**src/rtl/lmpc_pkg.sv**
```systemverilog
`timescale 1ns / 1ps
`default_nettype none

package lmpc_pkg;

    localparam int ADDR_BITS    = 27;
    localparam int BLOCK_WORDS  = 262144;
    localparam int INDEX_BITS   = 28;
    localparam int MB_SHIFT     = 18;
    localparam int RAND_BITS    = 20;
    localparam int SIZE_BITS    = 10;
    localparam int PASS_BITS    = 7;
    localparam int WORD_BITS    = 32;
    localparam int CFG_IDX_BITS = 2;

    localparam logic [WORD_BITS-1:0] SEED_RESET = 32'd12467;
    localparam logic [SIZE_BITS-1:0] SIZE_RESET = 10'd8;
    localparam logic [PASS_BITS-1:0] PASS_RESET = 7'd126;

    localparam logic [CFG_IDX_BITS-1:0] REG_TEST_MODE  = 2'd0;
    localparam logic [CFG_IDX_BITS-1:0] REG_SEED_VALUE = 2'd1;
    localparam logic [CFG_IDX_BITS-1:0] REG_SIZE_MB    = 2'd2;
    localparam logic [CFG_IDX_BITS-1:0] REG_PASS_COUNT = 2'd3;

    localparam logic ACT_START = 1'b0;
    localparam logic ACT_STEP  = 1'b1;

    typedef enum logic [2:0] {
        PH_IDLE = 3'd0,
        PH_LW   = 3'd1,
        PH_LR   = 3'd2,
        PH_RW   = 3'd3,
        PH_RR   = 3'd4,
        PH_DONE = 3'd5
    } phase_t;

    typedef enum logic [1:0] {
        CMD_NONE  = 2'd0,
        CMD_WRITE = 2'd1,
        CMD_READ  = 2'd2,
        CMD_DONE  = 2'd3
    } cmd_t;

    typedef struct packed {
        logic                  test_mode;
        logic [WORD_BITS-1:0]  seed;
        logic [SIZE_BITS-1:0]  size_mb;
        logic [PASS_BITS-1:0]  pass_count;
    } cfg_t;

    typedef struct packed {
        logic                  issue;
        logic [WORD_BITS-1:0]  expected;
        logic [ADDR_BITS-1:0]  address;
    } rd_req_t;

    typedef struct packed {
        logic                  mismatch;
        logic [ADDR_BITS-1:0]  address;
        logic [WORD_BITS-1:0]  expected;
        logic [WORD_BITS-1:0]  good_run;
        logic                  all_good;
    } chk_status_t;

    // shift left, OR in 1 on bit 22, then XOR 1 on bit 21
    function automatic logic [WORD_BITS-1:0] lfsr_adv(input logic [WORD_BITS-1:0] v);
        logic [WORD_BITS-1:0] s;
        s = {v[WORD_BITS-2:0], 1'b0};
        s[0] = s[22];
        s[0] = s[0] ^ s[21];
        return s;
    endfunction

endpackage

`default_nettype wire

```
**src/rtl/lmpc_sequencer.sv**
```systemverilog
`timescale 1ns / 1ps
`default_nettype none

module lmpc_sequencer import lmpc_pkg::*; (
    input  wire logic                  aclk,
    input  wire logic                  aresetn,
    input  wire logic                  start_fire,
    input  wire logic                  step_fire,
    input  wire cfg_t                  cfg,
    output cmd_t                       cmd,
    output logic [ADDR_BITS-1:0]       word_address,
    output logic [WORD_BITS-1:0]       write_data,
    output rd_req_t                    rd_req
);

    phase_t                 phase_reg, phase_next, ph_eff;
    logic [WORD_BITS-1:0]   lfsr_reg, lfsr_next, lf_eff;
    logic [WORD_BITS-1:0]   saved_reg, saved_next, sv_eff;
    logic [INDEX_BITS-1:0]  index_reg, index_next, wi_eff;
    logic [PASS_BITS-1:0]   pass_reg, pass_next, pi_eff;
    logic [INDEX_BITS-1:0]  limit;
    logic [PASS_BITS-1:0]   passes;
    logic [RAND_BITS-1:0]   rand_word;

    assign limit  = INDEX_BITS'(cfg.size_mb) << MB_SHIFT;
    assign passes = (cfg.pass_count == '0) ? PASS_BITS'(1) : cfg.pass_count;

    // resolve phase boundaries before the slot is issued
    always_comb begin
        ph_eff = phase_reg;
        lf_eff = lfsr_reg;
        sv_eff = saved_reg;
        wi_eff = index_reg;
        pi_eff = pass_reg;
        if (ph_eff == PH_LW && wi_eff >= limit) begin
            ph_eff = PH_LR;
            wi_eff = '0;
            lf_eff = sv_eff;
        end
        if (ph_eff == PH_LR && wi_eff >= limit) begin
            ph_eff = PH_DONE;
        end
        if (ph_eff == PH_RW && wi_eff >= INDEX_BITS'(BLOCK_WORDS)) begin
            ph_eff = PH_RR;
            wi_eff = '0;
            lf_eff = sv_eff;
        end
        if (ph_eff == PH_RR && wi_eff >= INDEX_BITS'(BLOCK_WORDS)) begin
            lf_eff = lfsr_adv(lf_eff);
            pi_eff = pi_eff + PASS_BITS'(1);
            if (pi_eff >= passes) begin
                ph_eff = PH_DONE;
            end else begin
                ph_eff = PH_RW;
                wi_eff = '0;
                sv_eff = lf_eff;
            end
        end
    end

    assign rand_word = lf_eff[RAND_BITS-1:0];

    // next state
    always_comb begin
        phase_next = phase_reg;
        lfsr_next  = lfsr_reg;
        saved_next = saved_reg;
        index_next = index_reg;
        pass_next  = pass_reg;
        if (start_fire) begin
            phase_next = cfg.test_mode ? PH_RW : PH_LW;
            lfsr_next  = cfg.seed;
            saved_next = cfg.seed;
            index_next = '0;
            pass_next  = '0;
        end else if (step_fire) begin
            phase_next = ph_eff;
            saved_next = sv_eff;
            pass_next  = pi_eff;
            lfsr_next  = lf_eff;
            index_next = wi_eff;
            case (ph_eff)
                PH_LW, PH_LR, PH_RW, PH_RR: begin
                    lfsr_next  = lfsr_adv(lf_eff);
                    index_next = wi_eff + INDEX_BITS'(1);
                end
                default: begin
                end
            endcase
        end
    end

    // slot outputs
    always_comb begin
        cmd          = CMD_NONE;
        word_address = '0;
        write_data   = '0;
        rd_req       = '0;
        case (ph_eff)
            PH_LW: begin
                cmd          = CMD_WRITE;
                word_address = wi_eff[ADDR_BITS-1:0];
                write_data   = lf_eff;
            end
            PH_LR: begin
                cmd             = CMD_READ;
                word_address    = wi_eff[ADDR_BITS-1:0];
                rd_req.issue    = 1'b1;
                rd_req.expected = lf_eff;
                rd_req.address  = wi_eff[ADDR_BITS-1:0];
            end
            PH_RW: begin
                cmd          = CMD_WRITE;
                word_address = ADDR_BITS'(rand_word);
                write_data   = WORD_BITS'(rand_word);
            end
            PH_RR: begin
                cmd             = CMD_READ;
                word_address    = ADDR_BITS'(rand_word);
                rd_req.issue    = 1'b1;
                rd_req.expected = WORD_BITS'(rand_word);
                rd_req.address  = ADDR_BITS'(rand_word);
            end
            PH_DONE: begin
                cmd = CMD_DONE;
            end
            default: begin
            end
        endcase
    end

    always_ff @(posedge aclk) begin
        if (!aresetn) begin
            phase_reg <= PH_IDLE;
            lfsr_reg  <= '0;
            saved_reg <= '0;
            index_reg <= '0;
            pass_reg  <= '0;
        end else begin
            phase_reg <= phase_next;
            lfsr_reg  <= lfsr_next;
            saved_reg <= saved_next;
            index_reg <= index_next;
            pass_reg  <= pass_next;
        end
    end

endmodule

`default_nettype wire

```
**src/rtl/lmpc_checker.sv**
```systemverilog
`timescale 1ns / 1ps
`default_nettype none

module lmpc_checker import lmpc_pkg::*; (
    input  wire logic                  aclk,
    input  wire logic                  aresetn,
    input  wire logic                  start_fire,
    input  wire logic                  step_fire,
    input  wire logic [WORD_BITS-1:0]  read_data,
    input  wire rd_req_t               rd_req,
    output chk_status_t                status
);

    logic                   pend_reg, pend_next;
    logic [WORD_BITS-1:0]   exp_reg, exp_next;
    logic [ADDR_BITS-1:0]   addr_reg, addr_next;
    logic [WORD_BITS-1:0]   run_reg, run_next;
    logic                   good_reg, good_next;
    logic                   miss;

    assign miss = pend_reg && (read_data != exp_reg);

    always_comb begin
        status          = '0;
        status.mismatch = miss;
        status.all_good = good_reg && !miss;
        if (miss) begin
            status.address  = addr_reg;
            status.expected = exp_reg;
            status.good_run = run_reg;
        end
    end

    always_comb begin
        pend_next = pend_reg;
        exp_next  = exp_reg;
        addr_next = addr_reg;
        run_next  = run_reg;
        good_next = good_reg;
        if (start_fire) begin
            pend_next = 1'b0;
            exp_next  = '0;
            addr_next = '0;
            run_next  = '0;
            good_next = 1'b1;
        end else if (step_fire) begin
            if (miss) begin
                run_next  = '0;
                good_next = 1'b0;
            end else if (pend_reg && run_reg != '1) begin
                run_next = run_reg + WORD_BITS'(1);
            end
            pend_next = rd_req.issue;
            if (rd_req.issue) begin
                exp_next  = rd_req.expected;
                addr_next = rd_req.address;
            end
        end
    end

    always_ff @(posedge aclk) begin
        if (!aresetn) begin
            pend_reg <= 1'b0;
            exp_reg  <= '0;
            addr_reg <= '0;
            run_reg  <= '0;
            good_reg <= 1'b1;
        end else begin
            pend_reg <= pend_next;
            exp_reg  <= exp_next;
            addr_reg <= addr_next;
            run_reg  <= run_next;
            good_reg <= good_next;
        end
    end

endmodule

`default_nettype wire

```
**src/rtl/lfsr_memory_pattern_checker_top.sv**
```systemverilog
`timescale 1ns / 1ps
`default_nettype none

// LFSR memory self-test engine. A start word (s_action = 0) loads the seed and
// mode and clears the error counters; each step word (s_action = 1) returns one
// memory command on the m_ side (none, write, read or finished) and checks
// s_read_data against the word expected for the read issued by the previous
// step. Linear mode writes LFSR words over size_megabytes * 2^18 word addresses
// and reads them back; random mode runs pass_count write/read passes of
// 262144 words at address = data = lfsr & 0xfffff. A mismatch reports the
// failing address, the expected word and the count of good reads before it.
// One word is taken per clock while s_ready is high: the work for a word is a single
// combinational pass from the state registers into the result register, and s_ready
// stays high while that register is empty or being drained, so the result for a word
// is offered in the cycle after it is taken. Write configuration only while idle.

module lfsr_memory_pattern_checker_top import lmpc_pkg::*; (
    input  wire logic                     aclk,
    input  wire logic                     aresetn,
    // configuration write port
    input  wire logic                     cfg_wr_en,
    input  wire logic [CFG_IDX_BITS-1:0]  cfg_index,
    input  wire logic [WORD_BITS-1:0]     cfg_wdata,
    // input words
    input  wire logic                     s_valid,
    output logic                          s_ready,
    input  wire logic                     s_action,
    input  wire logic [WORD_BITS-1:0]     s_read_data,
    // result words
    output logic                          m_valid,
    input  wire logic                     m_ready,
    output logic [1:0]                    m_command,
    output logic [ADDR_BITS-1:0]          m_word_address,
    output logic [WORD_BITS-1:0]          m_write_data,
    output logic                          m_mismatch,
    output logic [ADDR_BITS-1:0]          m_error_address,
    output logic [WORD_BITS-1:0]          m_expected_word,
    output logic [WORD_BITS-1:0]          m_good_run,
    output logic                          m_passed
);

    cfg_t          cfg_reg;
    logic          accept;
    logic          start_fire;
    logic          step_fire;
    cmd_t          cmd;
    logic [ADDR_BITS-1:0] word_address;
    logic [WORD_BITS-1:0] write_data;
    rd_req_t       rd_req;
    chk_status_t   status;
    logic          m_valid_reg;

    // advance whenever the result register is free or being emptied
    assign s_ready    = !m_valid_reg || m_ready;
    assign accept     = s_valid && s_ready;
    assign start_fire = accept && (s_action == ACT_START);
    assign step_fire  = accept && (s_action == ACT_STEP);
    assign m_valid    = m_valid_reg;

    // configuration registers
    always_ff @(posedge aclk) begin
        if (!aresetn) begin
            cfg_reg.test_mode  <= 1'b0;
            cfg_reg.seed       <= SEED_RESET;
            cfg_reg.size_mb    <= SIZE_RESET;
            cfg_reg.pass_count <= PASS_RESET;
        end else if (cfg_wr_en) begin
            case (cfg_index)
                REG_TEST_MODE:  cfg_reg.test_mode  <= cfg_wdata[0];
                REG_SEED_VALUE: cfg_reg.seed       <= cfg_wdata;
                REG_SIZE_MB:    cfg_reg.size_mb    <= cfg_wdata[SIZE_BITS-1:0];
                REG_PASS_COUNT: cfg_reg.pass_count <= cfg_wdata[PASS_BITS-1:0];
                default: begin
                end
            endcase
        end
    end

    lmpc_sequencer u_seq (
        .aclk         (aclk),
        .aresetn      (aresetn),
        .start_fire   (start_fire),
        .step_fire    (step_fire),
        .cfg          (cfg_reg),
        .cmd          (cmd),
        .word_address (word_address),
        .write_data   (write_data),
        .rd_req       (rd_req)
    );

    lmpc_checker u_chk (
        .aclk       (aclk),
        .aresetn    (aresetn),
        .start_fire (start_fire),
        .step_fire  (step_fire),
        .read_data  (s_read_data),
        .rd_req     (rd_req),
        .status     (status)
    );

    // result register: hold until taken
    always_ff @(posedge aclk) begin
        if (!aresetn) begin
            m_valid_reg <= 1'b0;
        end else if (s_ready) begin
            m_valid_reg <= s_valid;
        end
    end

    always_ff @(posedge aclk) begin
        if (accept) begin
            if (start_fire) begin
                // a start word always answers with an empty command
                m_command       <= CMD_NONE;
                m_word_address  <= '0;
                m_write_data    <= '0;
                m_mismatch      <= 1'b0;
                m_error_address <= '0;
                m_expected_word <= '0;
                m_good_run      <= '0;
                m_passed        <= 1'b0;
            end else begin
                m_command       <= cmd;
                m_word_address  <= word_address;
                m_write_data    <= write_data;
                m_mismatch      <= status.mismatch;
                m_error_address <= status.address;
                m_expected_word <= status.expected;
                m_good_run      <= status.good_run;
                m_passed        <= (cmd == CMD_DONE) && status.all_good;
            end
        end
    end

endmodule

`default_nettype wire

```
**config.mk**
```make
export PLATFORM = sky130hd
export DESIGN_NAME = lfsr_memory_pattern_checker_top
export DESIGN_NICKNAME = d
export VERILOG_FILES = /design/src/rtl/lmpc_pkg.sv /design/src/rtl/lmpc_sequencer.sv /design/src/rtl/lmpc_checker.sv /design/src/rtl/lfsr_memory_pattern_checker_top.sv
export SDC_FILE = /design/constraint.sdc
export NUM_CORES = 1
export LEC_CHECK = 0
export BUFFER_PORTS_ARGS = -buffer_cell sky130_fd_sc_hd__buf_4
export CAP_MARGIN = 0
export CORE_ASPECT_RATIO = 1.75
export CORE_MARGIN = 2
export CORE_UTILIZATION = 53
export DETAILED_ROUTE_END_ITERATION = 8
export GPL_TIMING_DRIVEN = 0
export PLACE_DENSITY = 0.76
export SYNTH_ARGS = -nofsm -noshare
export SYNTH_HDL_FRONTEND = slang
export SYNTH_SLANG_ARGS = --single-unit
```
**constraint.sdc**
```tcl
create_clock -name aclk -period 7.45 [get_ports aclk]
set_clock_uncertainty 0.2 [all_clocks]
set_input_delay 1.49 -clock aclk [delete_from_list [all_inputs] [get_ports aclk]]
set_output_delay 1.49 -clock aclk [all_outputs]
set_load 0.02 [all_outputs]
```
-- Yosys cells after proc, flatten, opt, wreduce, memory -nomap -nowiden
Cells that the tools add are included.
- output and inout port bits: 156
- bits of input ports: 72
- flip-flop bits (word level): 400
- logic and storage cells: 117
- bitwise logic cells: 5
- reduce and logical (&&, ||, !) cells: 35
- eq/ne operators: 16
- muxes and demuxes: 30
- $lt $le $gt $ge: 5
- add/subtract/negate cells: 3
- operators with widths (cell ; count):
    32-bit 2-to-1 mux ; 12
    28-bit 2-to-1 mux ; 5
    60-bit one-hot mux with 2 select lines ; 1
    32-bit one-hot mux with 2 select lines ; 1
    28-bit by 19-bit >= comparator with 1-bit output, second input constant ; 2
    28-bit >= comparator ; 2
    27-bit one-hot mux with 2 select lines ; 1
    32-bit by 1-bit adder with 32-bit output, second input constant ; 1
    32-bit inequality test ; 1
    32-bit inequality test, second input constant ; 1
    28-bit by 1-bit adder with 28-bit output, second input constant ; 1
    3-bit 2-to-1 mux ; 7
    2-bit AND reduction ; 8
    3-bit by 2-bit == test with 1-bit output, second input constant ; 4
    2-bit OR reduction ; 6
    1-bit logical AND ; 11
    3-bit == test, second input constant ; 3
    7-bit by 1-bit adder with 7-bit output, second input constant ; 1
    7-bit >= comparator ; 1
    7-bit zero test ; 1
    7-bit 2-to-1 mux ; 1
    2-bit == test, second input constant ; 3
    3-bit by 1-bit == test with 1-bit output, second input constant ; 2
    2-bit one-hot mux with 3 select lines ; 1
    other kinds (11) ; 17

-- Depth between registers and ports, before layout
Gate-level depths: netlist of the first run.
- word-level depth: 17
- depth in mapped cells: 20
- depth with buffers taken out: 17

-- Cells and area by module
Synthesis of the first run repeated with hierarchy kept, for this count alone.
- cell total of the unflattened synthesis: 2427
- area total of the unflattened synthesis: 21665.8 um2
- modules (own cells, without submodules) (module ; area an instance (um2) ; instances ; cells an instance):
    lfsr_memory_pattern_checker_top ; 8458.1 ; 1 ; 582
    lmpc_sequencer ; 8374.3 ; 1 ; 1200
    lmpc_checker ; 4833.4 ; 1 ; 645

-- Least setup slack after synthesis of the first run
OpenSTA, ideal clock, no wires.
- path type: input port to flip-flop
- start point: in m_ready
- end point: reg u_seq.index_reg[9]
- path buffers: 2
- library setup time: 121 ps
- data arrival time: 7377 ps
- stages on the path: 8
- slack: -248 ps
- required time: 7129 ps
- cell sequence: nand2b_1 > nand2_1 > inv_1 > clkbuf_1 > clkbuf_1 > o21ai_0 > nand3_1 > nand2_1
- longest elaborated chain between the ends: 4
- elaborated cells between the ends (all ways): 5
- those cells by class: reduce/logical (5)
- RTL lines (element ; RTL line ; text):
    from (decl) ; lfsr_memory_pattern_checker_top.sv:31 ; input wire logic m_ready,
    1-bit logical OR * ; lfsr_memory_pattern_checker_top.sv:54 ; assign s_ready = !m_valid_reg || m_ready;
    1-bit logical AND * ; lfsr_memory_pattern_checker_top.sv:55 ; assign accept = s_valid && s_ready;
    named net accept ; lfsr_memory_pattern_checker_top.sv:43 ; logic accept;
    1-bit logical AND ; lfsr_memory_pattern_checker_top.sv:56 ; assign start_fire = accept && (s_action == ACT_START);
    2-bit OR reduction (no line) ; - ;
    to (signal assigned) ; lmpc_sequencer.sv:143 ; index_reg <= index_next;
    to (decl) ; lmpc_sequencer.sv:19 ; logic [INDEX_BITS-1:0] index_reg, index_next, wi_eff;
Mark *: on every way through the listed nets, which the timed path passes. The rest lies on a longest branch.
A chain may end at the register's enable or synchronous reset.

-- Final worst setup path of the first run
- start point: reg u_seq.index_reg[20]
- end point: reg u_seq.index_reg[8]
- longest elaborated chain between the ends: 15
- elaborated cells between the ends (all ways): 26
- those cells by class: add/sub (1); order compare (4); eq/ne (7); mux (9); reduce/logical (5)
- RTL lines (element ; RTL line ; text):
    parallel branches: the longest is 14 deep, another holds 28-bit >= comparator ; - ;
    28-bit 2-to-1 mux * ; lmpc_sequencer.sv:82 ; case (ph_eff)
Mark *: on every way between the ends.

==> impl_metrics.json, run 1 <==
{
  "status": "finished clean",
  "grt_max_degree": 111,
  "dp_hpwl_mm": 48.5,
  "wl_per_cell_um": 23.7,
  "row_count": 92,
  "vias_per_cell": 6.10,
  "final_max_slew_viol_count": 0,
  "largest_register_ffs": 50,
  "initial_core_util": 0.536,
  "min_period_over_period": 0.836,
  "track_usage": 0.332,
  "period_needed_ns": 6.23,
  "ios": 228,
  "cp_data_required_time_ns": 7.66,
  "clock_latency_ns": 0.56,
  "multi_input_area_um2": 8800,
  "cts.sinks": 400,
  "synth_ff_type": "dfxtp_1",
  "place_inst": 2626,
  "drc": 0,
  "pre_cts_ws_ns": 1.44,
  "worstSetupPathType": "reg -> reg",
  "holdCritStartpoint": "u_chk.good_reg",
  "drtIter0Drc": 1572,
  "clk_pin_slew_ns": 0.07,
  "crit_fanout": 10,
  "rsz0062_at_grt": "false",
  "post_cts_resized": 0,
  "hold_path.class": "reg -> reg",
  "final_cell_mix": "dfxtp_1, buf_4, nor2_1",
  "peakVddDrop_uv": 180,
  "fin_tns_setup_ns": 0,
  "crit_path_top_delay_cell": "a211oi_1",
  "grt_pass1_wl_mm": 96.4,
  "leakage_nw": 8.77,
  "slowest_delay_ns": 0.77,
  "ff2ff_path_depth": 18,
  "fillers": 3044,
  "overflow": 0,
  "fin_cells": 2695,
  "die-height_um": 256,
  "p_per_area_nw_per_um2": 211,
  "crit_chain": "ha_1, nand4_1, a211oi_1, a2111o_1, o21ai_4, clkbuf_1, and2_1, ha_1, a21o_1, a21oi_1, o21ai_0, a211oi_1, a22oi_4, o41ai_4, buf_2, a21oi_1, o21a_1, o21a_1",
  "tightest_slew_ns": 0.999,
  "relSlewSlack": 0.329,
  "post_cts_buffers": 0,
  "layout_commonest_cell": "dfxtp_1",
  "grt_pass1_vias": 16600,
  "cts_tree": "yes",
  "ys.warnings.count": 0,
  "cts_hold_buf": 0,
  "root_buffer": "clkbuf_16",
  "fin_util": 0.635,
  "timing.fmax_ghz": 0.161,
  "r2r_slack_ns": 1.22,
  "register_area_um2": 9550,
  "avgSynthCellArea_um2": 9.99,
  "core_area_um2": 35900,
  "r2r-end": "u_seq.index_reg[8]",
  "cp-end-kind": "flip-flop",
  "nNetsFinal": 2298,
  "wl_mm": 63.8,
  "dieArea_um2": 38000,
  "cts_buffers": 38,
  "ant_nets": 0,
  "timing.rr.start": "u_seq.index_reg[20]",
  "die_x_um": 148,
  "yosysSeqAreaShare": 0.496,
  "hold_violations": 0,
  "crit_arrival_ns": 6.44,
  "dr.pass1.iters": 8,
  "syn_nets": 2031,
  "port_buffers": 226,
  "max_cap_violations": 0,
  "antennaDiodeCount": 0,
  "clk_path_buf_depth": 3,
  "min_to": "u_chk.good_reg",
  "grt_antenna_before_repair": 0,
  "place_congestion": 0.959,
  "syn_to_final_growth_pct": 18.4,
  "start_kind": "flip-flop",
  "postSynth.asyncResetShare": 0,
  "report.final.setup_viol": 0,
  "post-route-worst-setup-slack_ns": 1.22,
  "ys_ff_latch": 400,
  "netlist_instances": 1929,
  "holdPathStages": 2,
  "drive_gt1_frac": 0.169,
  "vias": 16400,
  "synth_cell_type_count": 90,
  "htreeDepth": 2,
  "synth_area_um2": 19300,
  "synth_edf_count": 154
}
cell usage after synthesis, types with 6 or more instances:
cell type    n  share of area
a211oi_1    38          0.015
a21boi_0    31          0.012
a21o_1       6         0.0023
a21oi_1     86          0.022
a222oi_1    20          0.010
a22o_1      20         0.0091
a22oi_1     19         0.0074
a31oi_1     35          0.011
and2_1      31          0.010
and3_1     108          0.035
and4_1      10         0.0045
and4b_1     31          0.016
buf_1        8         0.0016
buf_2       12         0.0031
buf_4        8         0.0031
buf_6        6         0.0035
clkbuf_1   111          0.022
dfxtp_1    246           0.26
edfxtp_1   154           0.24
ha_1        30          0.019
inv_1       61          0.012
mux2i_1     74          0.038
mux2i_2     13         0.0093
mux2i_4     11          0.013
nand2_1    172          0.034
nand2b_1    10         0.0032
nand3_1     51          0.013
nand4_1     33          0.011
nor2_1     174          0.034
nor2b_1     47          0.015
nor3_1      15         0.0039
nor4_1      10         0.0032
o211ai_1     8         0.0031
o21ai_0     39          0.010
o21ai_1     30         0.0078
or3_1       16         0.0052
xnor2_1     51          0.023
xor2_1      21         0.0095
report_power, final:
group / internal, mW / switching (mW) / leakage (nW)
Clock: 1.09 / 0.860 / 0.608
Combinational: 0.170 / 0.331 / 4.62
Sequential: 2.33 / 0.0340 / 3.54
per-stage QoR:
step	area, µm²	hold WS, ns	power [mW]
floorplan	19300	0.215	2.68
global placement	21600	0.233	2.90
detailed placement	21600	0.236	2.91
CTS	22800	0.253	4.82
global route	22800	0.281	4.94
finish	22800	0.257	4.81
worst max path at each step:
stage / to / startpoint / slack, ns
floorplan: u_seq.index_reg[9] / m_ready / 2.27
global placement: u_seq.index_reg[9] / m_ready / 0.93
detailed placement: u_seq.index_reg[1] / u_seq.index_reg[24] / 1.44
CTS: u_seq.index_reg[1] / u_seq.index_reg[24] / 1.41
global route: u_seq.index_reg[1] / u_seq.index_reg[24] / 1.08
finish: u_seq.index_reg[8] / u_seq.index_reg[20] / 1.22
cell families (layout without fill, tap and decap cells):
logic type	after synthesis	in the layout	synth area share
mux	99	99	0.0612
compound gates	381	381	0.139
buf+inv	209	505	0.0477
simple gates	738	738	0.204
xor+xnor	72	72	0.0327
flops	400	400	0.496
fa+ha+maj	30	30	0.0195
layout make-up:
class,count,area share
plain buffers,148,0.0307
repair buffers,227,0.0756
clock inverters,16,0.00696
clock buffers,53,0.0468
multi-input cells,1320,0.386
well taps,470,0.0258
flip-flops and latches,400,0.419
inverters,61,0.0100
routing by layer:
layer  up-vias  wire length, µm  GRT usage
met3       262             3730     0.0370
met4         0             4680      0.203
met5         -                0          0
li1       7518                -          -
met1      7881            21900      0.353
met2       778            33500      0.617
worst max-delay path: cells and delay by family (launching register included):
family                   cells  cell delay (ns)
AO/OA/AOI/OAI               12             3.51
buffers and inverters        2             0.86
flip-flops                   1             0.60
adder cells (fa/ha/maj)      2             0.56
AND/OR/NAND/NOR              2             0.37
Note: power is estimated with default switching activity, not from simulation.
==> inputs of run 2 (changes only) <==
Clock period 7.45 ns to 5.5 ns, I/O delays scaled along.
==> run 2 against run 1 <==
  * Highest routed layer unchanged
  * Core utilization up 0.077 points
  * Largest cell class unchanged
  * Cell area up 0.12%
  * Worst hold slack about the same
  * Largest power group unchanged
==> impl_metrics.json, run 2 (same netlist as run 1, synthesis figures left out) <==
{
  "status": "finished clean",
  "min_period_over_period": 0.962,
  "crit_path_top_delay_cell": "dfxtp_1",
  "period_needed_ns": 5.29,
  "dp_hpwl_mm": 48.5,
  "vias": 16500,
  "place_inst": 2626,
  "worstSetupPathType": "reg -> reg",
  "cts_tree": "yes",
  "vias_per_cell": 6.10,
  "p_total_mw": 6.52,
  "grt_pass1_wl_mm": 96.4,
  "place_congestion": 0.959,
  "busiest_layer": "met2",
  "initial_core_util": 0.536,
  "timing.fmax_ghz": 0.189,
  "relSlewSlack": 0.307,
  "max_cap_violations": 0,
  "dr.pass1.iters": 7,
  "drtIter0Drc": 1516,
  "drive_gt1_frac": 0.172,
  "peakVddDrop_uv": 244,
  "htreeDepth": 2,
  "crit_arrival_ns": 5.49,
  "root_buffer": "clkbuf_16",
  "start_kind": "flip-flop",
  "critPathTopFamily": "simple AND/OR/NAND/NOR gates",
  "slowest_delay_ns": 0.41,
  "wl_mm": 63.9,
  "cp-end-kind": "flip-flop",
  "grt_max_degree": 111,
  "grt_antenna_before_repair": 0,
  "wl_per_cell_um": 23.7,
  "cts_hold_buf": 0,
  "leakage_nw": 8.78,
  "cp_data_required_time_ns": 5.71,
  "pre_cts_ws_ns": -0.511,
  "post-route-worst-setup-slack_ns": 0.211,
  "clock_latency_ns": 0.56,
  "dpl-instance-area_um2": 21600,
  "row_count": 92,
  "cp_num_buf_inv": 2,
  "fin_area_um2": 22800,
  "report.final.setup_viol": 0,
  "clk_path_buf_depth": 3,
  "use_met1": 0.353,
  "ios": 228,
  "layout_commonest_cell": "dfxtp_1",
  "final_cell_mix": "dfxtp_1, buf_4, nor2_1",
  "p_per_area_nw_per_um2": 286,
  "die-height_um": 256,
  "tightest_slew_ns": 1.01,
  "use_met2": 0.617,
  "ant_nets": 0,
  "syn_to_final_growth_pct": 18.6,
  "port_buffers": 226,
  "hold_violations": 0,
  "final_max_slew_viol_count": 0,
  "largest_register_ffs": 50,
  "cts.sinks": 400,
  "hold_path.class": "reg -> reg",
  "fin_util": 0.636,
  "crit_fanout": 10,
  "nNetsFinal": 2300,
  "fin_cells": 2698,
  "core_area_um2": 35900,
  "cts_buffers": 38,
  "use_met3": 0.0370,
  "clk_pin_slew_ns": 0.07,
  "fillers": 3041,
  "rsz0062_at_grt": "false",
  "dieArea_um2": 38000,
  "grt_pass1_vias": 16600,
  "track_usage": 0.332,
  "drc": 0,
  "crit_chain": "ha_1, nand4_1, or3_1, nor3_1, o21ai_4, clkbuf_2, and2_1, ha_1, nand3_1, or2_2, nor2_1, nand3_1, a22o_4, o21ai_4, a31oi_4, nor2_4, buf_2, a22o_1",
  "overflow": 0,
  "die_x_um": 148
}
-- run 2: cell types whose count changed in the layout (fill, tap and decap cells not counted), sizes merged --
cell / change
buf: +2
diode: +1
-- run 2: stage by stage --
step | TNS (ns) | hold slack, ns
finish | 0 | 0.257
floorplan | 0 | 0.215
global route | 0 | 0.281
detailed placement | -56.16 | 0.236
CTS | 0 | 0.253
global placement | -104.50 | 0.233
-- run 2: timing repair --
action	4_1_cts	5_1_grt
resized for setup	2	3
pin swaps	1	1
buffers inserted	1	1
endpoints found under the setup margin	181	147
endpoints found under the hold margin	0	0
-- run 2: layout make-up --
type                            instances  area, µm²  area share
Clock buffer                           53       1070      0.0468
Inverter                               61        229      0.0100
Multi-Input combinational cell       1320       8800       0.385
Antenna cell                            1       2.50    0.000110
Tap cell                              470        588      0.0257
Buffer                                148        701      0.0307
Timing Repair Buffer                  229       1740      0.0761
Clock inverter                         16        159     0.00696
Sequential cell                       400       9550       0.418
-- run 2: worst min-delay path: stages, from the launching register on --
cell and delay, ns:
dfxtp_1 0.31, nand2_1 0.05, nand2_1 0.05
-- run 2: power by group --
group	switching [mW]	internal [mW]	total, mW
sequential	0.0459	3.16	3.20
clock	1.17	1.47	2.64
combinational	0.448	0.231	0.680
-- run 2: routing by layer --
| metal | up-vias | share of wire |
|---|---|---|
| met1 | 7919 | 0.34 |
| met4 | 0 | 0.072 |
| li1 | 7511 | - |
| met5 | - | 0 |
| met2 | 807 | 0.52 |
| met3 | 230 | 0.061 |
-- run 2: final timing paths --
check / startpoint / end / slack, ns / cells after the start
max: u_seq.index_reg[23] / m_word_address[14] / 0.21 / 18
min: u_chk.good_reg / u_chk.good_reg / 0.26 / 2
max reg2reg: u_seq.index_reg[23] / m_word_address[14] / 0.21 / 18
min reg2reg: u_chk.good_reg / u_chk.good_reg / 0.26 / 2
